$ cat config.mk
export PLATFORM = sky130hd
export DESIGN_NAME = utf8_line_assembler_flat
export DESIGN_NICKNAME = d
export VERILOG_FILES = /design/src/hdl/u8la_pkg.sv /design/src/hdl/u8la_in_if.sv /design/src/hdl/u8la_out_if.sv /design/src/hdl/u8la_store.sv /design/src/hdl/u8la_ctrl.sv /design/src/hdl/utf8_line_assembler.sv /design/src/flat_wrapper.sv
export SDC_FILE = /design/constraint.sdc
export NUM_CORES = 1
export LEC_CHECK = 0
export ABC_AREA = 0
export BUFFER_PORTS_ARGS = -buffer_cell sky130_fd_sc_hd__buf_2
export CAP_MARGIN = 30
export CORE_MARGIN = 3
export CORE_UTILIZATION = 60
export DETAILED_ROUTE_END_ITERATION = 12
export PLACE_DENSITY = 0.81
export RECOVER_POWER = 25
export SYNTH_ARGS = -nofsm -noshare
export SYNTH_HDL_FRONTEND = slang
export SYNTH_HIERARCHICAL = 1
export SYNTH_SLANG_ARGS = --single-unit
$ cat constraint.sdc
create_clock -name clk -period 6.2 [get_ports clk]
set_input_delay 1.24 -clock clk [delete_from_list [all_inputs] [get_ports clk]]
set_output_delay 1.24 -clock clk [all_outputs]
set_load 0.05 [all_outputs]
$ cat src/hdl/u8la_pkg.sv
`default_nettype none

package u8la_pkg;

	localparam int unsigned KEY_W        = 48;
	localparam int unsigned IDLE_W       = 16;
	localparam int unsigned CFG_W        = 16;
	localparam int unsigned STORE_ADDR_W = 12;

	typedef logic [1:0] cmd_t;
	localparam cmd_t CMD_APPEND    = 2'd0;
	localparam cmd_t CMD_BACKSPACE = 2'd1;
	localparam cmd_t CMD_TICK      = 2'd2;
	localparam cmd_t CMD_FLUSH     = 2'd3;

	typedef logic [1:0] cause_t;
	localparam cause_t CAUSE_NEWLINE = 2'd0;
	localparam cause_t CAUSE_FULL    = 2'd1;
	localparam cause_t CAUSE_IDLE    = 2'd2;
	localparam cause_t CAUSE_COMMAND = 2'd3;

	typedef logic cfg_index_t;
	localparam cfg_index_t CFG_PAUSED     = 1'b0;
	localparam cfg_index_t CFG_IDLE_LIMIT = 1'b1;

	localparam logic [7:0] CHAR_NEWLINE = 8'h0A;
	localparam logic [7:0] CHAR_SPACE   = 8'h20;
	localparam logic [7:0] CHAR_TAB     = 8'h09;
	localparam logic [7:0] CHAR_CR      = 8'h0D;
	localparam logic [7:0] CHAR_NUL     = 8'h00;
	localparam logic [7:0] CONT_MASK    = 8'hC0;
	localparam logic [7:0] CONT_TAG     = 8'h80;

	localparam logic [IDLE_W-1:0] DEFAULT_IDLE = 16'd3000;

	typedef struct packed {
		logic                    we;
		logic [STORE_ADDR_W-1:0] waddr;
		logic [7:0]              wdata;
		logic                    re;
		logic [STORE_ADDR_W-1:0] raddr;
	} mem_req_t;

	function automatic logic is_blank(input logic [7:0] c);
		return (c == CHAR_SPACE) || (c == CHAR_TAB) || (c == CHAR_CR) ||
			(c == CHAR_NEWLINE) || (c == CHAR_NUL);
	endfunction

	function automatic logic is_cont(input logic [7:0] c);
		return (c & CONT_MASK) == CONT_TAG;
	endfunction

endpackage

`default_nettype wire

$ cat src/hdl/u8la_in_if.sv
`default_nettype none

interface u8la_in_if;
	logic       valid;
	logic       ready;
	logic [1:0] command;
	logic [7:0] key_byte;

	modport source (output valid, output command, output key_byte, input ready);
	modport sink   (input valid, input command, input key_byte, output ready);
endinterface

`default_nettype wire

$ cat src/hdl/u8la_out_if.sv
`default_nettype none

interface u8la_out_if;
	logic        valid;
	logic        ready;
	logic [7:0]  out_byte;
	logic        last_of_line;
	logic [5:0]  line_length;
	logic [1:0]  flush_cause;
	logic [47:0] keystroke_total;

	modport source (output valid, output out_byte, output last_of_line, output line_length,
		output flush_cause, output keystroke_total, input ready);
	modport sink   (input valid, input out_byte, input last_of_line, input line_length,
		input flush_cause, input keystroke_total, output ready);
endinterface

`default_nettype wire

$ cat src/hdl/u8la_store.sv
`default_nettype none

module u8la_store
	import u8la_pkg::*;
#(
	parameter int unsigned DEPTH = 63
) (
	input  wire logic       clk,
	input  wire mem_req_t   req,
	output logic [7:0]      rd_data
);

	localparam int unsigned AW = (DEPTH > 1) ? $clog2(DEPTH) : 1;

	logic [7:0] mem [DEPTH];
	logic [7:0] rd_data_q;

	always_ff @(posedge clk) begin
		if (req.we) begin
			mem[req.waddr[AW-1:0]] <= req.wdata;
		end
		if (req.re) begin
			rd_data_q <= mem[req.raddr[AW-1:0]];
		end
	end

	assign rd_data = rd_data_q;

endmodule

`default_nettype wire

$ cat src/hdl/u8la_ctrl.sv
`default_nettype none

module u8la_ctrl
	import u8la_pkg::*;
#(
	parameter int unsigned LINE_CAPACITY = 64
) (
	input  wire logic              clk,
	input  wire logic              arst_n,
	input  wire logic              cfg_we,
	input  wire cfg_index_t        cfg_index,
	input  wire logic [CFG_W-1:0]  cfg_wdata,
	u8la_in_if.sink                in_ch,
	u8la_out_if.source             out_ch,
	output mem_req_t               mem_req,
	input  wire logic [7:0]        rd_data
);

	localparam int unsigned DEPTH = LINE_CAPACITY - 1;
	localparam int unsigned FW    = $clog2(LINE_CAPACITY);
	localparam int unsigned AW    = (DEPTH > 1) ? $clog2(DEPTH) : 1;

	localparam logic [2:0] ST_IDLE    = 3'd0;
	localparam logic [2:0] ST_BS_RD   = 3'd1;
	localparam logic [2:0] ST_BS_CHK  = 3'd2;
	localparam logic [2:0] ST_EM_RD   = 3'd3;
	localparam logic [2:0] ST_EM_WAIT = 3'd4;

	logic [2:0]        state_q;
	logic [FW-1:0]     fill_q;
	logic [FW-1:0]     nb_q;
	logic [IDLE_W-1:0] idle_q;
	logic [KEY_W-1:0]  keys_q;
	logic              paused_q;
	logic [IDLE_W-1:0] limit_q;
	logic [AW-1:0]     pos_q;
	logic [FW-1:0]     len_q;
	cause_t            cause_q;

	logic              out_valid_q;
	logic [7:0]        out_byte_q;
	logic              out_last_q;
	logic [5:0]        out_len_q;
	cause_t            out_cause_q;
	logic [KEY_W-1:0]  out_keys_q;

	logic              acc;
	logic [FW-1:0]     fill_inc;
	logic [FW-1:0]     nb_inc;
	logic [IDLE_W-1:0] idle_inc;
	logic [IDLE_W-1:0] limit;
	logic              em_req;
	cause_t            em_cause;
	logic [FW-1:0]     em_len;
	logic [FW-1:0]     em_nb;
	logic              em_last;
	logic              rd_issue;

	assign in_ch.ready = (state_q == ST_IDLE);
	assign acc         = in_ch.valid && in_ch.ready;
	assign fill_inc    = fill_q + FW'(1);
	assign nb_inc      = nb_q + FW'(!is_blank(in_ch.key_byte));
	assign idle_inc    = (idle_q == '1) ? idle_q : idle_q + IDLE_W'(1);
	assign limit       = (limit_q == '0) ? DEFAULT_IDLE : limit_q;
	assign em_last     = (FW'(pos_q) == len_q - FW'(1));
	assign rd_issue    = (state_q == ST_BS_RD) ||
		((state_q == ST_EM_RD) && (!out_valid_q || out_ch.ready));

	always_comb begin
		em_req   = 1'b0;
		em_cause = CAUSE_COMMAND;
		em_len   = fill_q;
		em_nb    = nb_q;
		if (acc) begin
			unique case (in_ch.command)
				CMD_APPEND: begin
					if (!paused_q) begin
						em_len = fill_inc;
						em_nb  = nb_inc;
						if (in_ch.key_byte == CHAR_NEWLINE) begin
							em_req   = 1'b1;
							em_cause = CAUSE_NEWLINE;
						end else if (fill_inc >= FW'(DEPTH)) begin
							em_req   = 1'b1;
							em_cause = CAUSE_FULL;
						end
					end
				end
				CMD_BACKSPACE: begin
				end
				CMD_TICK: begin
					if ((fill_q != '0) && (idle_inc >= limit)) begin
						em_req   = 1'b1;
						em_cause = CAUSE_IDLE;
					end
				end
				CMD_FLUSH: begin
					if (fill_q != '0) begin
						em_req   = 1'b1;
						em_cause = CAUSE_COMMAND;
					end
				end
			endcase
		end
	end

	always_comb begin
		mem_req       = '0;
		mem_req.we    = acc && (in_ch.command == CMD_APPEND) && !paused_q;
		mem_req.waddr = STORE_ADDR_W'(fill_q[AW-1:0]);
		mem_req.wdata = in_ch.key_byte;
		mem_req.re    = rd_issue;
		mem_req.raddr = STORE_ADDR_W'(pos_q);
	end

	always_ff @(posedge clk or negedge arst_n) begin
		if (!arst_n) begin
			state_q     <= ST_IDLE;
			fill_q      <= '0;
			nb_q        <= '0;
			idle_q      <= '0;
			keys_q      <= '0;
			paused_q    <= 1'b0;
			limit_q     <= DEFAULT_IDLE;
			pos_q       <= '0;
			len_q       <= '0;
			cause_q     <= CAUSE_NEWLINE;
			out_valid_q <= 1'b0;
		end else begin
			if (cfg_we) begin
				unique case (cfg_index)
					CFG_PAUSED:     paused_q <= cfg_wdata[0];
					CFG_IDLE_LIMIT: limit_q  <= cfg_wdata;
				endcase
			end
			if (out_ch.valid && out_ch.ready) begin
				out_valid_q <= 1'b0;
			end
			unique case (state_q)
				ST_IDLE: begin
					if (acc) begin
						unique case (in_ch.command)
							CMD_APPEND: begin
								if (!paused_q) begin
									keys_q <= keys_q + KEY_W'(1);
									fill_q <= fill_inc;
									nb_q   <= nb_inc;
									idle_q <= '0;
								end
							end
							CMD_BACKSPACE: begin
								if (!paused_q) begin
									keys_q <= keys_q + KEY_W'(1);
									if (fill_q != '0) begin
										pos_q   <= AW'(fill_q - FW'(1));
										idle_q  <= '0;
										state_q <= ST_BS_RD;
									end
								end
							end
							CMD_TICK: begin
								if (fill_q != '0) begin
									idle_q <= idle_inc;
								end
							end
							CMD_FLUSH: begin
							end
						endcase
						if (em_req) begin
							if (em_nb == '0) begin
								fill_q <= '0;
								nb_q   <= '0;
								idle_q <= '0;
							end else begin
								len_q   <= em_len;
								cause_q <= em_cause;
								pos_q   <= '0;
								state_q <= ST_EM_RD;
							end
						end
					end
				end
				ST_BS_RD: begin
					state_q <= ST_BS_CHK;
				end
				ST_BS_CHK: begin
					nb_q <= nb_q - FW'(!is_blank(rd_data));
					if ((pos_q != '0) && is_cont(rd_data)) begin
						pos_q   <= pos_q - AW'(1);
						state_q <= ST_BS_RD;
					end else begin
						fill_q  <= FW'(pos_q);
						state_q <= ST_IDLE;
					end
				end
				ST_EM_RD: begin
					if (rd_issue) begin
						state_q <= ST_EM_WAIT;
					end
				end
				ST_EM_WAIT: begin
					out_valid_q <= 1'b1;
					if (em_last) begin
						fill_q  <= '0;
						nb_q    <= '0;
						idle_q  <= '0;
						state_q <= ST_IDLE;
					end else begin
						pos_q   <= pos_q + AW'(1);
						state_q <= ST_EM_RD;
					end
				end
				default: begin
					state_q <= ST_IDLE;
				end
			endcase
		end
	end

	always_ff @(posedge clk) begin
		if (state_q == ST_EM_WAIT) begin
			out_byte_q  <= rd_data;
			out_last_q  <= em_last;
			out_len_q   <= 6'(len_q);
			out_cause_q <= cause_q;
			out_keys_q  <= keys_q;
		end
	end

	assign out_ch.valid           = out_valid_q;
	assign out_ch.out_byte        = out_byte_q;
	assign out_ch.last_of_line    = out_last_q;
	assign out_ch.line_length     = out_len_q;
	assign out_ch.flush_cause     = out_cause_q;
	assign out_ch.keystroke_total = out_keys_q;

endmodule

`default_nettype wire

$ cat src/hdl/utf8_line_assembler.sv
// Append, tick and flush of an empty line complete in ST_IDLE; a backspace passes through ST_BS_RD
// and ST_BS_CHK for each of the k bytes of the removed character, one store read each.
// A flushed line of n bytes passes through ST_EM_RD and ST_EM_WAIT per byte, one store read per byte;
// its first byte is read in ST_EM_RD and registered onto the output from ST_EM_WAIT.
// Reset at once clears control state and counters, unpauses and restores the default idle limit;
// the line store is left undefined and needs no clearing pass, since only written entries are read.
`default_nettype none

module utf8_line_assembler
	import u8la_pkg::*;
#(
	parameter int unsigned LINE_CAPACITY = 64
) (
	input  wire logic             clk,
	input  wire logic             arst_n,
	input  wire logic             cfg_we,
	input  wire cfg_index_t       cfg_index,
	input  wire logic [CFG_W-1:0] cfg_wdata,
	u8la_in_if.sink               in_ch,
	u8la_out_if.source            out_ch
);

	mem_req_t   mem_req;
	logic [7:0] rd_data;

	u8la_ctrl #(
		.LINE_CAPACITY(LINE_CAPACITY)
	) u_ctrl (
		.clk      (clk),
		.arst_n   (arst_n),
		.cfg_we   (cfg_we),
		.cfg_index(cfg_index),
		.cfg_wdata(cfg_wdata),
		.in_ch    (in_ch),
		.out_ch   (out_ch),
		.mem_req  (mem_req),
		.rd_data  (rd_data)
	);

	u8la_store #(
		.DEPTH(LINE_CAPACITY - 1)
	) u_store (
		.clk    (clk),
		.req    (mem_req),
		.rd_data(rd_data)
	);

endmodule

`default_nettype wire

$ cat src/flat_wrapper.sv
// flat-port wrapper written by rule: the top's interface ports become plain ports
module utf8_line_assembler_flat import u8la_pkg::*;
#(
	parameter int unsigned LINE_CAPACITY = 64
)
  (clk, arst_n, cfg_we, cfg_index, cfg_wdata, in_ch_valid, in_ch_command, in_ch_key_byte, in_ch_ready, out_ch_valid, out_ch_out_byte, out_ch_last_of_line, out_ch_line_length, out_ch_flush_cause, out_ch_keystroke_total, out_ch_ready);
  u8la_in_if in_ch_i ();
  u8la_out_if out_ch_i ();
  input  wire logic clk;
  input  wire logic arst_n;
  input  wire logic cfg_we;
  input  wire cfg_index_t cfg_index;
  input  wire logic [CFG_W-1:0] cfg_wdata;
  input wire logic [$bits(in_ch_i.valid)-1:0] in_ch_valid;
  input wire logic [$bits(in_ch_i.command)-1:0] in_ch_command;
  input wire logic [$bits(in_ch_i.key_byte)-1:0] in_ch_key_byte;
  output wire logic [$bits(in_ch_i.ready)-1:0] in_ch_ready;
  output wire logic [$bits(out_ch_i.valid)-1:0] out_ch_valid;
  output wire logic [$bits(out_ch_i.out_byte)-1:0] out_ch_out_byte;
  output wire logic [$bits(out_ch_i.last_of_line)-1:0] out_ch_last_of_line;
  output wire logic [$bits(out_ch_i.line_length)-1:0] out_ch_line_length;
  output wire logic [$bits(out_ch_i.flush_cause)-1:0] out_ch_flush_cause;
  output wire logic [$bits(out_ch_i.keystroke_total)-1:0] out_ch_keystroke_total;
  input wire logic [$bits(out_ch_i.ready)-1:0] out_ch_ready;
  assign in_ch_i.valid = in_ch_valid;
  assign in_ch_i.command = in_ch_command;
  assign in_ch_i.key_byte = in_ch_key_byte;
  assign in_ch_ready = in_ch_i.ready;
  assign out_ch_valid = out_ch_i.valid;
  assign out_ch_out_byte = out_ch_i.out_byte;
  assign out_ch_last_of_line = out_ch_i.last_of_line;
  assign out_ch_line_length = out_ch_i.line_length;
  assign out_ch_flush_cause = out_ch_i.flush_cause;
  assign out_ch_keystroke_total = out_ch_i.keystroke_total;
  assign out_ch_i.ready = out_ch_ready;
  utf8_line_assembler #(.LINE_CAPACITY(LINE_CAPACITY)) u_core (.clk(clk), .arst_n(arst_n), .cfg_we(cfg_we), .cfg_index(cfg_index), .cfg_wdata(cfg_wdata), .in_ch(in_ch_i), .out_ch(out_ch_i));
endmodule
==> results of run 1 <==
## final cells by class
type	count	area share, %
sequential	688	63.2
inverter	27	0.318
clock inverter	28	0.664
tap	607	2.38
clock buffer	93	5.96
timing repair buffer	123	2.12
multi-input combinational	936	25.4
## metal layers
metal	wire length, um	global-route usage (%)	share of wire (%)
met5	13	0	0.020
met3	5890	5.00	9.2
met2	32100	41.7	50
met1	24400	35.1	38
met4	1930	9.53	3.0
## worst paths after layout
path | endpoint | from
worst min-delay path | u_core/u_ctrl/out_ch.out_byte[4] | u_core/u_store/rd_data[4]
worst min register to register | u_core/u_ctrl/out_ch.out_byte[4] | u_core/u_store/rd_data[4]
worst max-delay path | u_core/u_ctrl/idle_q[1] | in_ch_key_byte[2]
worst max register to register | u_core/u_ctrl/idle_q[1] | u_core/u_ctrl/idle_q[0]
min in group asynchronous | u_core/u_ctrl/keys_q[0] | arst_n
max in group asynchronous | u_core/u_ctrl/pos_q[1] | arst_n
## registers in the layout, summed over array words and instances (netlist names), 3 cells and up
name,count
u_core/u_ctrl/idle_q,16
u_core/u_ctrl/out_ch.line_length,6
u_core/u_store/rd_data,8
u_core/u_ctrl/out_ch.out_byte,8
u_core/u_ctrl/fill_q,6
u_core/u_ctrl/limit_q,16
u_core/u_ctrl/len_q,6
u_core/u_ctrl/pos_q,6
u_core/u_ctrl/out_ch.keystroke_total,48
u_core/u_store/mem,504
u_core/u_ctrl/nb_q,6
u_core/u_ctrl/keys_q,48
u_core/u_ctrl/state_q,3
## layout by cell type, fill, tap and decap left out, types with 24 or more instances in the layout
cell / count
a21oi_1: 38
nor2_1: 136
edfxtp_1: 577
clkbuf_1: 24
nand2_1: 86
nand3_1: 62
xor2_1: 33
ha_1: 30
clkbuf_16: 71
nor3_1: 28
xnor2_1: 48
mux2i_1: 26
dfrtp_1: 101
buf_2: 95
mux4_2: 122
nand4_1: 25
inv_1: 26
o21ai_0: 32
## power groups by stage
| stage | clock network [mW] | logic (mW) | registers [mW] |
|---|---|---|---|
| after floorplan | 0 | 2.53 | 5.57 |
| after CTS | 4.00 | 3.16 | 5.69 |
| after global placement | 0 | 3.02 | 5.77 |
| after global routing | 4.18 | 3.38 | 5.75 |
| final | 3.94 | 3.20 | 5.71 |
| after detailed placement | 0 | 3.10 | 5.79 |
## worst max-delay path: stages
cell      delay (ns)
clkbuf_1        0.99
nor2_1          0.16
mux2i_1         0.19
nor2_1          0.07
o21ai_0         0.35
ha_1            0.25
ha_1            0.27
nor4_4          0.26
a31oi_1         0.09
nor3_2          0.13
a21oi_1         0.12
o31ai_2         0.88
nor3_2          0.31
a22o_1          0.27
## stage by stage
step / power, mW / util [%] / instance area, um2 / cells / hold slack (ns)
finish: 12.8 / 67.7 / 31900 / 2502 / 0.448
detailed placement: 8.89 / 63.3 / 29800 / 2381 / 0.433
global route: 13.3 / 67.7 / 31900 / 2502 / 0.457
global placement: 8.79 / 63.3 / 29800 / 2380 / 0.427
floorplan: 8.10 / - / 28900 / 1740 / 0.418
CTS: 12.8 / 67.8 / 31900 / 2502 / 0.454
==> results by group, run 1 <==
Global route
  – First-pass GRT wire length: between 90000 and 100000 um
  – Vias in the first global route: approximately 17000
  – Largest net degree at the start of global routing: between 70 and 80
  – Global Route Usage Sum: 25.7%
  – Grt ovf: 0
  – Initial antenna violation count: 1

Floorplanning
  – Site Rows: between 70 and 80
  – Io pins: 99
  – Initial core utilization: 61.3%
  – Core Region: 47100 um2
  – Die W: between 200 and 250 um
  – Die area: 50800 um2
  – Die height: 225 um

STA
  – Slew Viols, Final: roughly 240
  – Peak Freq: between 150 and 200 MHz
  – Tightest Pin Transition: 2.85 ns
  – Hold Vio Cnt, Final: 0
  – RSZ-0062 raised after global routing: false
  – Final Setup Violations: 0
  – Setup_tns: 0 ns
  – Worst Skew: 0.0244 ns
  – Fin crit share: 82.2%
  – Min cycle time layout: between 5 and 6 ns
  – Final setup margin: about 1.1 ns
  – Max-slew headroom: -90.1%

Critical path
  – R2R setup slack: 1.32 ns
  – CP arrival: approximately 5.6 ns
  – Critical Path End Type: register
  – CP Data Required Time: between 6 and 7 ns
  – Worst-path fanout max: 30
  – R2R depth: 16
  – Setup crit start kind: input port
  – Critical path class: input port to register

Finish
  – Number of antenna diodes: 0
  – Register Area: between 20000 and 25000 um2
  – Nets: 1907
  – Share of layout cells above drive strength 1: just over 20%
  – Fillers: just under 3000
  – Footprint of the multi-input gates: roughly 8100 um2
  – Layout area overhead: 10.4%

Power
  – Pwr dens: 403 nW/um2
  – Sequential group share of total power: approximately 44%
  – Clock share of power: a little under a third
  – Leakage: approximately 11 nW
  – Sw power: 3.99 mW
  – Int Power: 8.85 mW
  – Maximum vdd drop: approximately 280 uV
  – Sw Ratio: a little under a third
  – Power share of the combinational group: between 20% and 30%

Logic synthesis
  – Mapped Area: 28900 um2
  – Gate count after technology mapping: approximately 1700
  – Synth Area per Inst: about 17 um2
  – Synthesis Warnings: 6
  – Synthesized Nets: roughly 1800

CTS
  – Setup bufs post-CTS: 0
  – Post-CTS Resized: 0
  – CTS tree: built
  – CTS buffer count: 68
  – Root buffer cell: clkbuf_16
  – Clock latency on the worst-skew pair: approximately 0.6 ns
  – Cts hold-fix bufs: 0
  – Worst-path clk slew: about 0.060 ns
  – Maximum clock path buffer count: 3
  – H-tree depth: 3
  – Clock sink count: 688

Job
  – Max Cap Violations: 4

Detailed routing
  – Wire length per cell: 25.7 um
  – Post-DRT Antenna Nets: 0
  – DRC: 0
  – Final wirelength: 64300 um
  – First-pass DRT Iterations: 7
  – Drt first-iter violations: about 2200
  – Vias/cell: between 6 and 7
  – Routed vias: about 16000

Placement
  – Post-DP HPWL: 38900 um
  – DP Worst Slack: roughly 1.2 ns
  – Routability cong.: around 0.85
  – IO buf count: 98

Run status
  – Failing checks: max-capacitance violations, max-slew violations
  – Status: finished, violations left

Hold path
  – Hold-critical path depth: 0
  – Worst min path class: register to register
Note: power is estimated with default switching activity, not from simulation.
==> inputs of run 2 (changes only) <==
--- a/config.mk
+++ b/config.mk
@@ -5,7 +5,7 @@
 export SDC_FILE = /design/constraint.sdc
 export NUM_CORES = 1
 export LEC_CHECK = 0
-export ABC_AREA = 0
+export ABC_AREA = 1
 export BUFFER_PORTS_ARGS = -buffer_cell sky130_fd_sc_hd__buf_2
 export CAP_MARGIN = 30
 export CORE_MARGIN = 3
==> constraint.sdc (replaced) <==
create_clock -name clk -period 4.8 [get_ports clk]
set_input_delay 0.96 -clock clk [delete_from_list [all_inputs] [get_ports clk]]
set_output_delay 0.96 -clock clk [all_outputs]
set_load 0.05 [all_outputs]
==> run 2 against run 1 <==
  * The run still ends with max-capacitance violations, max-slew violations left
  * Non-clock buffer count grew 2
  * Synthesized cell count grew 74%
  * Combinational power grew 91%
  * Clock power grew 38%
  * Worst hold slack lost 0.015 ns
  * First-iteration DRC count grew 35%
==> results by group, run 2 <==
Floorplanning
  – Core Region: 50800 um2 (+7.9%)
  – Die area: 54700 um2 (+7.8%)
  – Site Rows: 82 (+3.8%)
  – Initial core utilization: 61.4% (about the same)
  – Die height: 234 um (+3.8%)
  – Io pins: 99 (unchanged)
  – Die W: 234 um (+3.8%)

Global route
  – Initial antenna violation count: 0 (-1)
  – Vias in the first global route: 22000 (+33%)
  – First-pass GRT wire length: 119000 um (+21%)
  – Grt ovf: 0 (unchanged)
  – Global Route Usage Sum: 28.0% (+2.4 points)
  – Largest net degree at the start of global routing: 91 (+28%)

Finish
  – Non-filler instance count after layout: 3810 (+52%)
  – Most frequent cells in the layout: nand2_1 (936), edfxtp_1 (577), nand3_1 (479)
  – Layout area overhead: 9.58%
  – Nets: 3144 (+65%)
  – Max FFs per register: 504 (unchanged)
  – Post-route cell area: 34200 um2 (+7.2%)
  – Commonest non-fill, non-tap cell in the layout: nand2_1
  – Number of antenna diodes: 0 (unchanged)
  – Share of layout cells above drive strength 1: 8.95% (-11 points)

Placement
  – Routability cong.: 0.919 (+7.5%)
  – Dpl cells: 3681 (+55%)
  – IO buf count: 98 (unchanged)
  – DP Worst Slack: 1.28 ns (+0.126 ns)
  – Post-DP HPWL: 47600 um (+22%)
  – Placed cell areas: 31900 um2 (+7.2%)

Power
  – Leakage: 13.4 nW (+23%)
  – Pwr dens: 555 nW/um2 (+38%)
  – Maximum vdd drop: 308 uV (+8.5%)

Logic synthesis
  – Synthesized Nets: 3083 (+71%)
  – Synthesis Warnings: 6 (unchanged)
  – Mapped Area: 31200 um2 (+8.0%)
  – Synth Area per Inst: 10.3 um2 (-38%)
  – Gate count after technology mapping: 3020 (+74%)

Critical path
  – Setup crit start kind: input port
  – Critical Path End Type: register
  – Family with the most delay on the worst path: buffers and inverters
  – Max stage delay on crit path: 2.69 ns (+1.70 ns)
  – Worst-path fanout max: 63 (+110%)
  – Critical path class: input port to register
  – Slowest stage cell on the critical path: clkbuf_1
  – CP Data Required Time: 4.65 ns (-2.04 ns)
  – CP arrival: 3.79 ns (-1.80 ns)
  – Crit-path cells: buf_2 > clkbuf_1
  – Worst path bufs/invs: 2 (+1)

STA
  – Fin crit share: between 80% and 90%
  – Min cycle time layout: ~3.9 ns
  – Worst Skew: 0.0204 ns (-0.00391 ns)
  – Hold Vio Cnt, Final: 0 (unchanged)
  – Tightest Pin Transition: 3.86 ns (+1.01 ns)
  – Setup_tns: 0 ns (unchanged)
  – RSZ-0062 raised after global routing: false
  – Final setup margin: 0.860 ns (-0.241 ns)
  – Slew Viols, Final: 256 (+4.9%)
  – Peak Freq: 254 MHz
  – Max-slew headroom: -157% (-67 points)
  – Final Setup Violations: 0 (unchanged)

CTS
  – Root buffer cell: clkbuf_16
  – CTS buffer count: 70 (+2.9%)
  – Clock latency on the worst-skew pair: 0.62 ns (about the same)
  – Maximum clock path buffer count: 3 (unchanged)
  – Worst-path clk slew: 0.06 ns (about the same)
  – H-tree depth: 3 (unchanged)
  – CTS tree: built
  – Cts hold-fix bufs: 0 (unchanged)
  – Clock sink count: 688 (unchanged)
  – Post-CTS Resized: 0 (unchanged)
  – Setup bufs post-CTS: 0 (unchanged)

Detailed routing
  – DRC: 0 (unchanged)
  – Final wirelength: 76900 um (+20%)
  – Drt first-iter violations: 3001 (+35%)
  – Vias/cell: 6.03 (-8.4%)
  – Post-DRT Antenna Nets: 0 (unchanged)
  – First-pass DRT Iterations: 9 (+2)
  – Wire length per cell: 20.2 um (-21%)
  – Routed vias: 23000 (+39%)

Run status
  – Failing checks: max-capacitance violations, max-slew violations
  – Status: finished, violations left

Hold path
  – Worst min path class: input port to asynchronous set/reset pin

Job
  – Max Cap Violations: 4 (unchanged)
[run 2: layer usage]
layer	vias to the layer above	track usage (%)	part of all wire, %
met2	1348	45.8	48
li1	10400	-	-
met5	-	0	0
met4	0	11.0	3.8
met3	225	5.07	9.6
met1	11000	37.8	39
[run 2: area by class of cell]
| class | count | area [um2] |
|---|---|---|
| sequential | 688 | 20100 |
| fill | 3682 | 16600 |
| multi-input combinational | 2022 | 9530 |
| clock buffer | 78 | 1780 |
| tap | 672 | 841 |
| timing repair buffer | 125 | 711 |
| inverter | 174 | 662 |
| clock inverter | 51 | 514 |
[run 2: where the power goes]
group          total [mW]  switching [mW]  internal [mW]
combinational        6.11            4.38           1.73
clock                5.44            2.29           3.14
sequential           7.42           0.556           6.86
[run 2: path summary, 6_finish.rpt]
check	from	cells after the start	slack, ns	endpoint
hold reg to reg	u_core/u_store/rd_data[2]	0	0.46	u_core/u_ctrl/out_ch.out_byte[2]
max in group asynchronous	arst_n	2	2.83	u_core/u_ctrl/limit_q[14]
setup reg to reg	u_core/u_ctrl/idle_q[0]	22	1.24	u_core/u_ctrl/idle_q[0]
setup / recovery	in_ch_key_byte[7]	2	0.86	u_core/u_store/mem[50][7]
min in group clk	u_core/u_store/rd_data[2]	0	0.46	u_core/u_ctrl/out_ch.out_byte[2]
hold / removal	arst_n	1	0.43	u_core/u_ctrl/keys_q[14]
[run 2: stage by stage]
stage / util (%) / hold WS (ns) / power, mW
finish: 67.3 / 0.433 / 19.0
global route: 67.3 / 0.468 / 19.9
CTS: 67.3 / 0.442 / 18.8
detailed placement: 62.8 / 0.436 / 13.4
global placement: 62.7 / 0.439 / 13.2
floorplan: - / 0.422 / 11.9
